[config.mk]
export PLATFORM = sky130hd
export DESIGN_NAME = cpu_exception_priority_dispatch
export DESIGN_NICKNAME = d
export VERILOG_FILES = /design/src/rtl/ced_pkg.sv /design/src/rtl/cpu_exception_priority_dispatch.sv /design/src/rtl/ced_in_reg.sv /design/src/rtl/ced_dispatch.sv
export SDC_FILE = /design/constraint.sdc
export NUM_CORES = 1
export LEC_CHECK = 0
export ABC_CLOCK_PERIOD_IN_PS = 17500
export BUFFER_PORTS_ARGS = -buffer_cell sky130_fd_sc_hd__buf_2
export CAP_MARGIN = 40
export CORE_UTILIZATION = 35
export DETAILED_ROUTE_END_ITERATION = 6
export GPL_TIMING_DRIVEN = 0
export PLACE_DENSITY_LB_ADDON = 0.05
export SETUP_SLACK_MARGIN = 0.3
export SYNTH_ARGS = -nofsm -noshare
export SYNTH_HDL_FRONTEND = slang
export SYNTH_SLANG_ARGS = --single-unit
[constraint.sdc]
create_clock -name clk -period 17.5 [get_ports clk]
set_input_delay 1.75 -clock clk [delete_from_list [all_inputs] [get_ports clk]]
set_output_delay 1.75 -clock clk [all_outputs]
set_load 0.005 [all_outputs]
[src/rtl/ced_pkg.sv]
// Shared types and constants for the exception priority dispatch block.
// No dependencies; every other file in rtl/ imports this package.
package ced_pkg;

  // One input beat: pending flags plus the architectural state to update.
  typedef struct packed {
    logic [7:0]  pending;
    logic [31:0] msr_in;
    logic [31:0] cur_pc;
    logic [31:0] next_pc;
    logic [31:0] save_pc_in;
    logic [31:0] save_msr_in;
  } ced_in_t;

  // One result beat: the updated state after dispatch.
  typedef struct packed {
    logic        taken;
    logic [3:0]  cause;
    logic [31:0] save_pc_out;
    logic [31:0] save_msr_out;
    logic [31:0] msr_out;
    logic [31:0] next_pc_out;
    logic [7:0]  pending_out;
  } ced_out_t;

  localparam int unsigned NUM_EXC = 8;
  localparam int unsigned SEL_W   = $clog2(NUM_EXC);

  // Exception indexes, in priority order (lowest index wins).
  localparam logic [SEL_W-1:0] EXC_ISI     = 3'd0;
  localparam logic [SEL_W-1:0] EXC_PROGRAM = 3'd1;
  localparam logic [SEL_W-1:0] EXC_SYSCALL = 3'd2;
  localparam logic [SEL_W-1:0] EXC_FPU     = 3'd3;
  localparam logic [SEL_W-1:0] EXC_DSI     = 3'd4;
  localparam logic [SEL_W-1:0] EXC_ALIGN   = 3'd5;
  localparam logic [SEL_W-1:0] EXC_EXT     = 3'd6;
  localparam logic [SEL_W-1:0] EXC_DEC     = 3'd7;

  localparam logic [3:0] CAUSE_NONE = 4'd0;

  // Flags that are always eligible, and those gated by MSR.EE.
  localparam logic [NUM_EXC-1:0] SYNC_EXC_MASK  = 8'h3F;
  localparam logic [NUM_EXC-1:0] ASYNC_EXC_MASK = 8'hC0;

  localparam logic [31:0] SRR1_KEEP_MASK = 32'h87C0_FFFF;
  localparam logic [31:0] MSR_CLEAR_MASK = 32'h0004_EF36;
  localparam logic [31:0] PROG_SRR1_BIT  = 32'h0004_0000;
  localparam logic [31:0] MSR_EE         = 32'h0000_8000;
  localparam int unsigned MSR_ILE_BIT    = 16;
  localparam int unsigned MSR_LE_BIT     = 0;

  // Vector address for each exception index.
  localparam logic [31:0] VEC_TABLE [NUM_EXC] = '{
    32'h8000_0400,  // isi
    32'h8000_0700,  // program
    32'h8000_0C00,  // syscall
    32'h8000_0800,  // fpu unavailable
    32'h8000_0300,  // dsi
    32'h8000_0600,  // alignment
    32'h8000_0500,  // external
    32'h8000_0900   // decrementer
  };

  // Bit set where SRR0 saves the next instruction address instead of the current.
  localparam logic [NUM_EXC-1:0] USE_NEXT_PC = 8'b1100_0101;

endpackage

[src/rtl/cpu_exception_priority_dispatch.sv]
// Top level of the exception priority dispatch block.
// Depends on ced_pkg, ced_in_reg and ced_dispatch.
//
// Usage:
// Each input beat carries the pending-exception flags and the current MSR,
// PC, NPC, SRR0 and SRR1. Each beat yields exactly one result beat holding
// the chosen cause and the updated SRR0, SRR1, MSR, NPC and pending flags.
// Both channels use valid and stall; a beat moves when valid is high and
// stall is low. The path is an input register, the priority select and
// update logic, and a result register. A result is presented once its
// input beat has passed both registers; one beat per cycle is sustained as
// long as the result side does not stall. When the result side stalls, the
// result register holds its beat and the input register keeps at most one
// more; in_stall rises only once both are full. Reset clears both valid
// flags, so no result is presented until a new input beat arrives.
module cpu_exception_priority_dispatch (
  input  logic              clk,
  input  logic              rst_n,
  input  logic              in_valid,
  output logic              in_stall,
  input  ced_pkg::ced_in_t  in_data,
  output logic              out_valid,
  input  logic              out_stall,
  output ced_pkg::ced_out_t out_data
);
  import ced_pkg::*;

  logic      stg_valid;
  logic      stg_take;
  ced_in_t   stg_data;
  ced_out_t  rsp;
  logic      out_valid_r;
  logic      out_valid_nxt;
  ced_out_t  out_data_r;
  logic      out_free;

  ced_in_reg u_in_reg (
    .clk       (clk),
    .rst_n     (rst_n),
    .in_valid  (in_valid),
    .in_stall  (in_stall),
    .in_data   (in_data),
    .stg_valid (stg_valid),
    .stg_take  (stg_take),
    .stg_data  (stg_data)
  );

  ced_dispatch u_dispatch (
    .req (stg_data),
    .rsp (rsp)
  );

  // The result register takes a new beat when empty or being drained.
  assign out_free = !out_valid_r || !out_stall;
  assign stg_take = stg_valid && out_free;

  always_comb begin
    out_valid_nxt = out_valid_r;
    if (out_free) begin
      out_valid_nxt = stg_valid;
    end
  end

  always_ff @(posedge clk) begin
    if (!rst_n) begin
      out_valid_r <= 1'b0;
    end else begin
      out_valid_r <= out_valid_nxt;
    end
  end

  always_ff @(posedge clk) begin
    if (stg_take) begin
      out_data_r <= rsp;
    end
  end

  assign out_valid = out_valid_r;
  assign out_data  = out_data_r;

endmodule

[src/rtl/ced_in_reg.sv]
// Input register stage of the exception dispatch pipeline.
// Depends on ced_pkg for the input beat type.
module ced_in_reg (
  input  logic            clk,
  input  logic            rst_n,
  input  logic            in_valid,
  output logic            in_stall,
  input  ced_pkg::ced_in_t in_data,
  output logic            stg_valid,
  input  logic            stg_take,
  output ced_pkg::ced_in_t stg_data
);
  import ced_pkg::*;

  logic    valid_r;
  logic    valid_nxt;
  ced_in_t data_r;
  logic    load;

  // The register can take a beat when it is empty or its beat moves on this cycle.
  assign in_stall = valid_r && !stg_take;
  assign load     = in_valid && !in_stall;

  always_comb begin
    valid_nxt = valid_r;
    if (load) begin
      valid_nxt = 1'b1;
    end else if (stg_take) begin
      valid_nxt = 1'b0;
    end
  end

  always_ff @(posedge clk) begin
    if (!rst_n) begin
      valid_r <= 1'b0;
    end else begin
      valid_r <= valid_nxt;
    end
  end

  // Payload register needs no reset.
  always_ff @(posedge clk) begin
    if (load) begin
      data_r <= in_data;
    end
  end

  assign stg_valid = valid_r;
  assign stg_data  = data_r;

endmodule

[src/rtl/ced_dispatch.sv]
// Combinational exception selection and state update for one beat.
// Depends on ced_pkg for beat types, masks and the vector table.
module ced_dispatch (
  input  ced_pkg::ced_in_t  req,
  output ced_pkg::ced_out_t rsp
);
  import ced_pkg::*;

  logic [NUM_EXC-1:0] eligible;
  logic [SEL_W-1:0]   sel;
  logic               hit;
  logic [31:0]        saved_msr;
  logic [31:0]        msr_le;

  // External and decrementer only count while interrupts are enabled.
  always_comb begin
    eligible = req.pending & SYNC_EXC_MASK;
    if ((req.msr_in & MSR_EE) != '0) begin
      eligible = eligible | (req.pending & ASYNC_EXC_MASK);
    end
  end

  // Priority encoder: the lowest set index wins.
  always_comb begin
    sel = '0;
    hit = 1'b0;
    for (int i = NUM_EXC - 1; i >= 0; i--) begin
      if (eligible[i]) begin
        sel = SEL_W'(i);
        hit = 1'b1;
      end
    end
  end

  assign saved_msr = req.msr_in & SRR1_KEEP_MASK;

  // LE takes the value of ILE before the entry bits are cleared.
  always_comb begin
    msr_le              = req.msr_in;
    msr_le[MSR_LE_BIT]  = req.msr_in[MSR_ILE_BIT];
  end

  // Build the result; without a hit every value passes through.
  always_comb begin
    rsp.taken        = 1'b0;
    rsp.cause        = CAUSE_NONE;
    rsp.save_pc_out  = req.save_pc_in;
    rsp.save_msr_out = req.save_msr_in;
    rsp.msr_out      = req.msr_in;
    rsp.next_pc_out  = req.next_pc;
    rsp.pending_out  = req.pending;
    if (hit) begin
      rsp.taken       = 1'b1;
      rsp.cause       = {1'b0, sel} + 4'd1;
      rsp.save_pc_out = USE_NEXT_PC[sel] ? req.next_pc : req.cur_pc;
      case (sel)
        EXC_ISI:     rsp.save_msr_out = req.save_msr_in | saved_msr;
        EXC_PROGRAM: rsp.save_msr_out = saved_msr | PROG_SRR1_BIT;
        default:     rsp.save_msr_out = saved_msr;
      endcase
      rsp.msr_out          = msr_le & ~MSR_CLEAR_MASK;
      rsp.next_pc_out      = VEC_TABLE[sel];
      rsp.pending_out[sel] = 1'b0;
    end
  end

endmodule
After elaboration in Yosys (flattened, before gate mapping)

Memories as Yosys holds them, arrays and structs flattened.
Index checks and enable logic that the tools add are counted.

$add $sub $neg: 1
Bitwise operators: 5
Reduce and logical (&&, ||, !) cells: 11
Equality and inequality tests: 1
Muxes and demuxes: 27
Order comparisons: 3

Operators with widths:

| operator                                                                     | count |
|---|---|
| 141-bit two-way mux                                                          | 1 |
| 32-bit two-way mux                                                           | 3 |
| 32-bit one-hot mux with 2 select lines                                       | 1 |
| 32-bit bitwise OR                                                            | 1 |
| 3-bit two-way mux                                                            | 8 |
| 1-bit two-way mux                                                            | 12 |
| 8-bit AND                                                                    | 1 |
| 8-bit two-way mux                                                            | 1 |
| 8-bit NOT                                                                    | 1 |
| 6-bit by 8-bit bitwise OR with 8-bit output                                  | 1 |
| 3-bit by 1-bit adder with 4-bit output, second input constant                | 1 |
| 4-bit >= comparator, second input constant                                   | 1 |
| 1-bit logical AND                                                            | 4 |
| 1-bit logical NOT                                                            | 4 |
| 3-bit by 4-bit less-than comparator with 1-bit output, second input constant | 1 |
| 3-bit NOT with 4-bit output                                                  | 1 |
| 1-bit demux with 3-bit select                                                | 1 |
| 3-bit by 1-bit equality test with 1-bit output, second input constant        | 1 |
| 3-bit by 1-bit >= comparator with 1-bit output, second input constant        | 1 |
| 3-bit logical NOT                                                            | 1 |
| 2-bit nonzero test                                                           | 1 |
| 1-bit logical OR                                                             | 1 |

Input port bits: 172
Bits in read-only memories: 264
Output and inout port bits: 143
Register bits: 311
Memories: 2

Memories:

| name            | words | bits a word | rd ports | clocked after memory_dff | write ports | line               | text |
|---|---|---|---|---|---|---|---|
| (no name shown) | 8     | 32          | 1        | 0                        | 0           | ced_dispatch.sv:62 | `rsp.next_pc_out = VEC_TABLE[sel];` |
| (no name shown) | 8     | 1           | 1        | 0                        | 0           | ced_dispatch.sv:55 | `rsp.save_pc_out = USE_NEXT_PC[sel] ? req.next_pc : req.cur_pc;` |

Depth between registers and ports, before layout

Gate-level depths: netlist of run 1.

Depth in word-level cells: 17
Depth in mapped cells: 8
Mapped depth without buffers: 8

Hierarchy

From an unflattened synthesis of run 1, not the netlist that was laid out.

Cell total of the unflattened synthesis: 627
Area total of the unflattened synthesis: 11,215.8 µm²

Modules (own cells, without submodules):

| module                          | cells an instance | times used | area an instance (µm²) | seq. area each (µm²) |
|---|---|---|---|---|
| ced_in_reg                      | 172               | 1          | 5,092.4                | 5,064.9 |
| cpu_exception_priority_dispatch | 145               | 1          | 4,272.8                | 4,254.1 |
| ced_dispatch                    | 310               | 1          | 1,850.5                | 0.0 |

Worst setup path after synthesis of run 1

OpenSTA, ideal clock, no wires.

Path type: in2reg
From: in out_stall
To: reg out_data_r (netlist bit out_data[0]) (enable)
Arrival: 11.934 ns
Path slack: 4.711 ns
Data required time: 16.645 ns
Stages on the path: 1
Cells stage by stage: a21boi_0

Longest elaborated chain between the ends: 3

Ends and longest elaborated chain:

| what                 | line                                  | text |
|---|---|---|
| start, declared      | cpu_exception_priority_dispatch.sv:23 | `input logic out_stall,` |
| 1-bit logical NOT    | cpu_exception_priority_dispatch.sv:54 | `assign out_free = !out_valid_r \|\| !out_stall;` |
| 1-bit logical OR     | cpu_exception_priority_dispatch.sv:54 |  |
| 1-bit logical AND    | cpu_exception_priority_dispatch.sv:55 | `assign stg_take = stg_valid && out_free;` |
| end signal, assigned | cpu_exception_priority_dispatch.sv:74 | `out_data_r <= rsp;` |
| end, declared        | cpu_exception_priority_dispatch.sv:34 | `ced_out_t out_data_r;` |

Every way passes these cells.
A chain may end at the register's enable or synchronous reset.

Worst setup path after layout of run 1

From: in out_stall
To: out in_stall

Longest elaborated chain between the ends: 5

Ends and longest elaborated chain:

| what              | line                                  | text |
|---|---|---|
| 1-bit logical NOT | cpu_exception_priority_dispatch.sv:54 |  |
| 1-bit logical OR  | cpu_exception_priority_dispatch.sv:54 |  |
| 1-bit logical AND | cpu_exception_priority_dispatch.sv:55 |  |
| 1-bit logical NOT | ced_in_reg.sv:21                      | `assign in_stall = valid_r && !stg_take;` |
| 1-bit logical AND | ced_in_reg.sv:21                      |  |
| end, declared     | cpu_exception_priority_dispatch.sv:20 | `output logic in_stall,` |

Every way passes these cells.

==> results.cfg, run 1 <==
[cts]
cts_root_buf = clkbuf_16
cts_buffers = 35
clockBufferDepth = 3
clkTransAtPathRegs_ps = 50
cts-resized-gates = 0
holdBufCountCts = 0
worstSkewPairLatency_ps = 500
cts.sinks = 311
cts_tree = built
post_cts_buffers = 0
htree_levels = 2

[floorplan]
rows = 64
die_h_um = 179
ios = 315
die_w_um = 179
initial_core_util_pct = 35.7
die_area_mm2 = 0.0320
core_mm2 = 0.0307

[global_route]
grt_usage_pct = 15.5
grt_overflow = 0
grt_pass1_vias = 6346
antenna_found_initial = 7
grt_first_pass_wirelength_mm = 36.6
grt_max_degree = 33

[timing]
setup-tns-final_ps = 0
hold_viol_final = 0
rsz0062_at_grt = false
min_period_over_period_pct = 22.9
fmax_mhz = 249
finalSetupViolations = 0
slew_headroom_pct = 49.3
fin_crit_ps = 4010
skew_ps = 12.6
slew_violations = 0
worst_pin_slew_ps = 758

[place]
dpl.cell_count = 1325
placed_area_mm2 = 0.0133
portBuffers = 314
hpwl_mm = 17.9
place_congestion = 0.742

[flow_run]
cap_violations = 0

[detailed_routing]
via_per_inst = 4.53
first_pass_iters = 4
routed_wl_mm = 25.1
drt_iter0_markers = 299
vias = 6296
drc = 0
route.detailed.wl_per_inst_um = 18.1
ant_nets = 0

[yosys]
synth_warnings = 0
synthMuxAreaShare_pct = 0.377
synthCells = 602
synth-seq-cells = 311
yosys.area_share.xor_xnor_pct = 0
synthAdderAreaFrac_pct = 0.571
syn_nets = 779
ys_types = 38
synth_top_family_by_area = simple AND/OR/NAND/NOR gates
yosysSeqAreaShare_pct = 85.1
syn-cell-area_mm2 = 0.0110
syn_area_per_cell_um2 = 18.2
synth_compound_area_share_pct = 4.72
synth-simple-area-share_pct = 7.85

[layout]
syn_to_final_growth_pct = 31.3
nets = 1143
mostFrequentLayoutCell = buf_2
layoutNonFillerInstCount = 1391
drive_gt1_share_pct = 39.1
layout_common_cells = buf_2 (320), edfxtp_1 (309), nand2_1 (70)
fin_area_mm2 = 0.0144

[worst_setup_path]
start_kind = primary input
rr_startpoint = u_in_reg.stg_data[166]
crit_required_ps = 15750
cp_slowest_cell = and3_1
crit_path_start = out_stall
end_kind = output port
worst-path-max-fanout = 3
slowest_delay_ps = 250
critPathMostFrequentCell = buf_2
critical_path.cell_chain = buf_2 -> and3_1 -> buf_2
worstSetupPathType = in -> out
crit_arrival_ps = 2260
crit_family = buffers and inverters
cp_num_buf_inv = 2

[power_and_ir_drop]
power.leakage_uw = 0.00560
pwr_density_cell_mw_per_mm2 = 115
ir_drop_mv = 0.0743
finalPower_uw = 1650

[min_path]
hp-class = reg -> reg
min-delay-start = u_in_reg.stg_data[149]

[outcome]
status = finished clean
metrics by stage:
| stage | hold WS (ps) | worst slack (ps) | util [%] |
|---|---|---|---|
| after CTS | 419 | 13480 | 46.9 |
| final | 417 | 13490 | 46.9 |
| after global placement | 401 | -1250 | 42.4 |
| after global routing | 424 | 13450 | 46.9 |
| after floorplan | 400 | 4710 | - |
| after detailed placement | 405 | 13480 | 43.4 |
where the power goes:
part	internal, µW	switching, µW	total, µW
logic	44.2	50.9	95.1
registers	868	12.2	880
clock network	402	278	680
total	1310	341	1650
worst paths after layout:
kind	end	slack, ps	cells after the start
max	in_stall	13490	3
min	out_data[61]	420	0
max reg2reg	out_data[78]	15080	8
min reg2reg	out_data[61]	420	0
cell usage after synthesis (all sizes together):
master | number | area (µm²)
clkbuf | 11 | 42.5
a31oi | 34 | 213
dfxtp | 2 | 40.0
and2 | 51 | 319
nand4bb | 1 | 11.3
mux2i | 3 | 30.0
nor2 | 38 | 159
or2 | 2 | 12.5
buf | 13 | 81.3
nor3 | 1 | 5.00
mux2 | 1 | 11.3
conb | 1 | 3.75
nor4 | 1 | 6.26
nand3 | 1 | 5.00
or4 | 2 | 15.0
nand3b | 1 | 7.51
edfxtp | 309 | 9280
and3 | 3 | 18.8
inv | 6 | 25.0
ha | 5 | 62.6
o31ai | 1 | 7.51
a22o | 23 | 201
nor2b | 3 | 18.8
nand2 | 71 | 269
a21boi | 3 | 22.5
a21oi | 4 | 20.0
o21ai | 6 | 30.0
o21a | 3 | 22.5
nand2b | 2 | 12.5
final cells by class:
type | count | area [µm²]
well taps | 396 | 495
clock buffers | 50 | 975
plain buffers | 24 | 124
flip-flops and latches | 311 | 9320
inverters | 6 | 25.0
diodes | 4 | 10.0
multi-input cells | 261 | 1500
clock inverters | 12 | 82.6
fillers | 2738 | 16300
repair buffers | 327 | 1850
logic make-up (layout without fill, tap and decap cells):
| group | after synthesis | count (layout) |
|---|---|---|
| flip-flops | 311 | 311 |
| AND/OR/NAND/NOR | 177 | 177 |
| AO/OA/AOI/OAI | 74 | 74 |
| buffers and inverters | 30 | 419 |
| adder cells (fa/ha/maj) | 5 | 5 |
| multiplexers | 4 | 4 |
| other | 1 | 5 |
flip-flops by register name, summed over array words and instances (netlist names):
signal	flops
out_data	141
out_valid	1
u_in_reg.stg_data	168
u_in_reg.stg_valid	1
per-layer routing:
layer	vias to the layer above	global-route usage [%]	part of all wire, %
met1	2972	18.4	40
met5	-	0	0.22
li1	3009	-	-
met2	255	25.5	48
met3	52	5.92	9.9
met4	8	5.12	2.6
Power figures use the tool's default switching activity.
==> run 2: changes to the inputs <==
Settings changed: ABC_CLOCK_PERIOD_IN_PS 17500 to 4050.
Clock period 17.5 ns to 4.05 ns, I/O delays scaled along.
==> results.cfg, run 2 (same netlist as run 1, synthesis figures left out) <==
[timing]
holdWs_ps = 71.3
worst_pin_slew_ps = 696
hold_viol_final = 0
fmax_mhz = 421
rsz0062_at_grt = false
finalSetupViolations = 0
fin_crit_ps = 2370
min_period_over_period_pct = 58.6
slew_headroom_pct = 53.6
slew_violations = 0
setup-tns-final_ps = 0
skew_ps = 12.9

[cts]
cts_root_buf = clkbuf_16
cts.sinks = 311
htree_levels = 2
worstSkewPairLatency_ps = 510
clkTransAtPathRegs_ps = 60
cts_buffers = 36
post_cts_buffers = 0
clockBufferDepth = 3
holdBufCountCts = 0
cts_tree = built
cts-resized-gates = 0

[layout]
largest_register_ffs = 168
fillers = 2765
mostFrequentLayoutCell = buf_2
drive_gt1_share_pct = 39.7
layout_common_cells = buf_2 (320), edfxtp_1 (309), nand2_1 (70)
final_util_pct = 47.2
layoutNonFillerInstCount = 1395
syn_to_final_growth_pct = 32.3
nets = 1145

[global_route]
grt_first_pass_wirelength_mm = 36.4
grt_pass1_vias = 6094
antenna_found_initial = 5
grt_overflow = 0
grt_usage_pct = 15.5
grt_max_degree = 32

[detailed_routing]
first_pass_iters = 6
ant_nets = 0
drc = 0
routed_wl_mm = 25.2
vias = 6242
drt_iter0_markers = 342
via_per_inst = 4.47
route.detailed.wl_per_inst_um = 18.0

[floorplan]
ios = 315
rows = 64
core_mm2 = 0.0307
initial_core_util_pct = 35.7
die_area_mm2 = 0.0320
die_w_um = 179
die_h_um = 179

[min_path]
worstHoldPathCells = 1
hp-class = in -> reg
min_to = u_in_reg.stg_data[65]
min-delay-start = in_data[65]

[power_and_ir_drop]
finalPower_uw = 7300
pwr_density_cell_mw_per_mm2 = 504
ir_drop_mv = 0.343
power.leakage_uw = 0.00565

[place]
place_congestion = 0.740
hpwl_mm = 18.1
dpl.cell_count = 1326
portBuffers = 314

[worst_setup_path]
rr_startpoint = u_in_reg.stg_data[162]
worst-path-max-fanout = 10
start_kind = flip-flop
crit_required_ps = 4270
r2r-end = out_data[115]
worstSetupPathType = reg -> reg
reg2reg_slack_ps = 1680
critical_path.cell_chain = or4_1 -> buf_2 -> nor2_8 -> inv_4 -> buf_1 -> nor2_1 -> a31oi_1
r2r_cells = 7
slowest_delay_ps = 530
crit_arrival_ps = 2600
end_kind = flip-flop
cp_slowest_cell = or4_1

[flow_run]
cap_violations = 0

[outcome]
status = finished clean
run 2: changes by cell type in the layout (fill, tap and decap cells not counted):
cell       before  now
inv_6           0    2
buf_12          8    7
clkinv_1        7    8
buf_16          4    6
diode_2         4    5
bufinv_16       1    3
clkinv_2        3    7
inv_8           1    0
clkbuf_1       23   17
run 2: worst max-delay path by stage:
stage,to,slack (ps),from,cells past startpoint
global placement,u_in_reg.stg_data[157],-950,out_stall,3
detailed placement,u_in_reg.stg_data[157],1510,out_stall,7
finish,out_data[115],1680,u_in_reg.stg_data[162],7
CTS,out_data[78],1620,u_in_reg.stg_data[164],8
floorplan,u_in_reg.stg_data[0],480,out_stall,2
global route,out_data[86],1500,u_in_reg.stg_data[164],8
run 2: power by group:
group	total, µW	switching, µW	internal, µW
Clock	3080	1220	1860
Sequential	3800	52.9	3750
Combinational	413	218	195
Total	7300	1490	5810
run 2: area by class of cell:
cell class	count	area, µm²	area share [%]
Multi-Input combinational cell	261	1500	10.4
Antenna cell	5	12.5	0.0864
Inverter	6	25.0	0.173
Sequential cell	311	9320	64.3
Buffer	24	124	0.855
Tap cell	396	495	3.42
Clock inverter	20	173	1.19
Clock buffer	44	952	6.57
Timing Repair Buffer	328	1880	13.0
run 2: critical path, delay by kind of cell (launching register included):
kind | cells | cell delay, ps
simple gates | 3 | 870
flops | 1 | 510
compound gates | 1 | 60
buf+inv | 3 | 640
run 2: routing by layer:
layer | GRT usage, % | routed length, µm
met5 | 0 | 35
met1 | 18.8 | 10000
met3 | 6.02 | 2470
met4 | 4.48 | 490
met2 | 25.5 | 12200
run 2: metrics by stage:
stage / setup WS (ps) / cell area [µm²]
3_3_place_gp: -945 / 13000
2_1_floorplan: 483 / 11000
5_1_grt: 1500 / 14500
6_report: 1680 / 14500
3_5_place_dp: 1510 / 13300
4_1_cts: 1620 / 14500
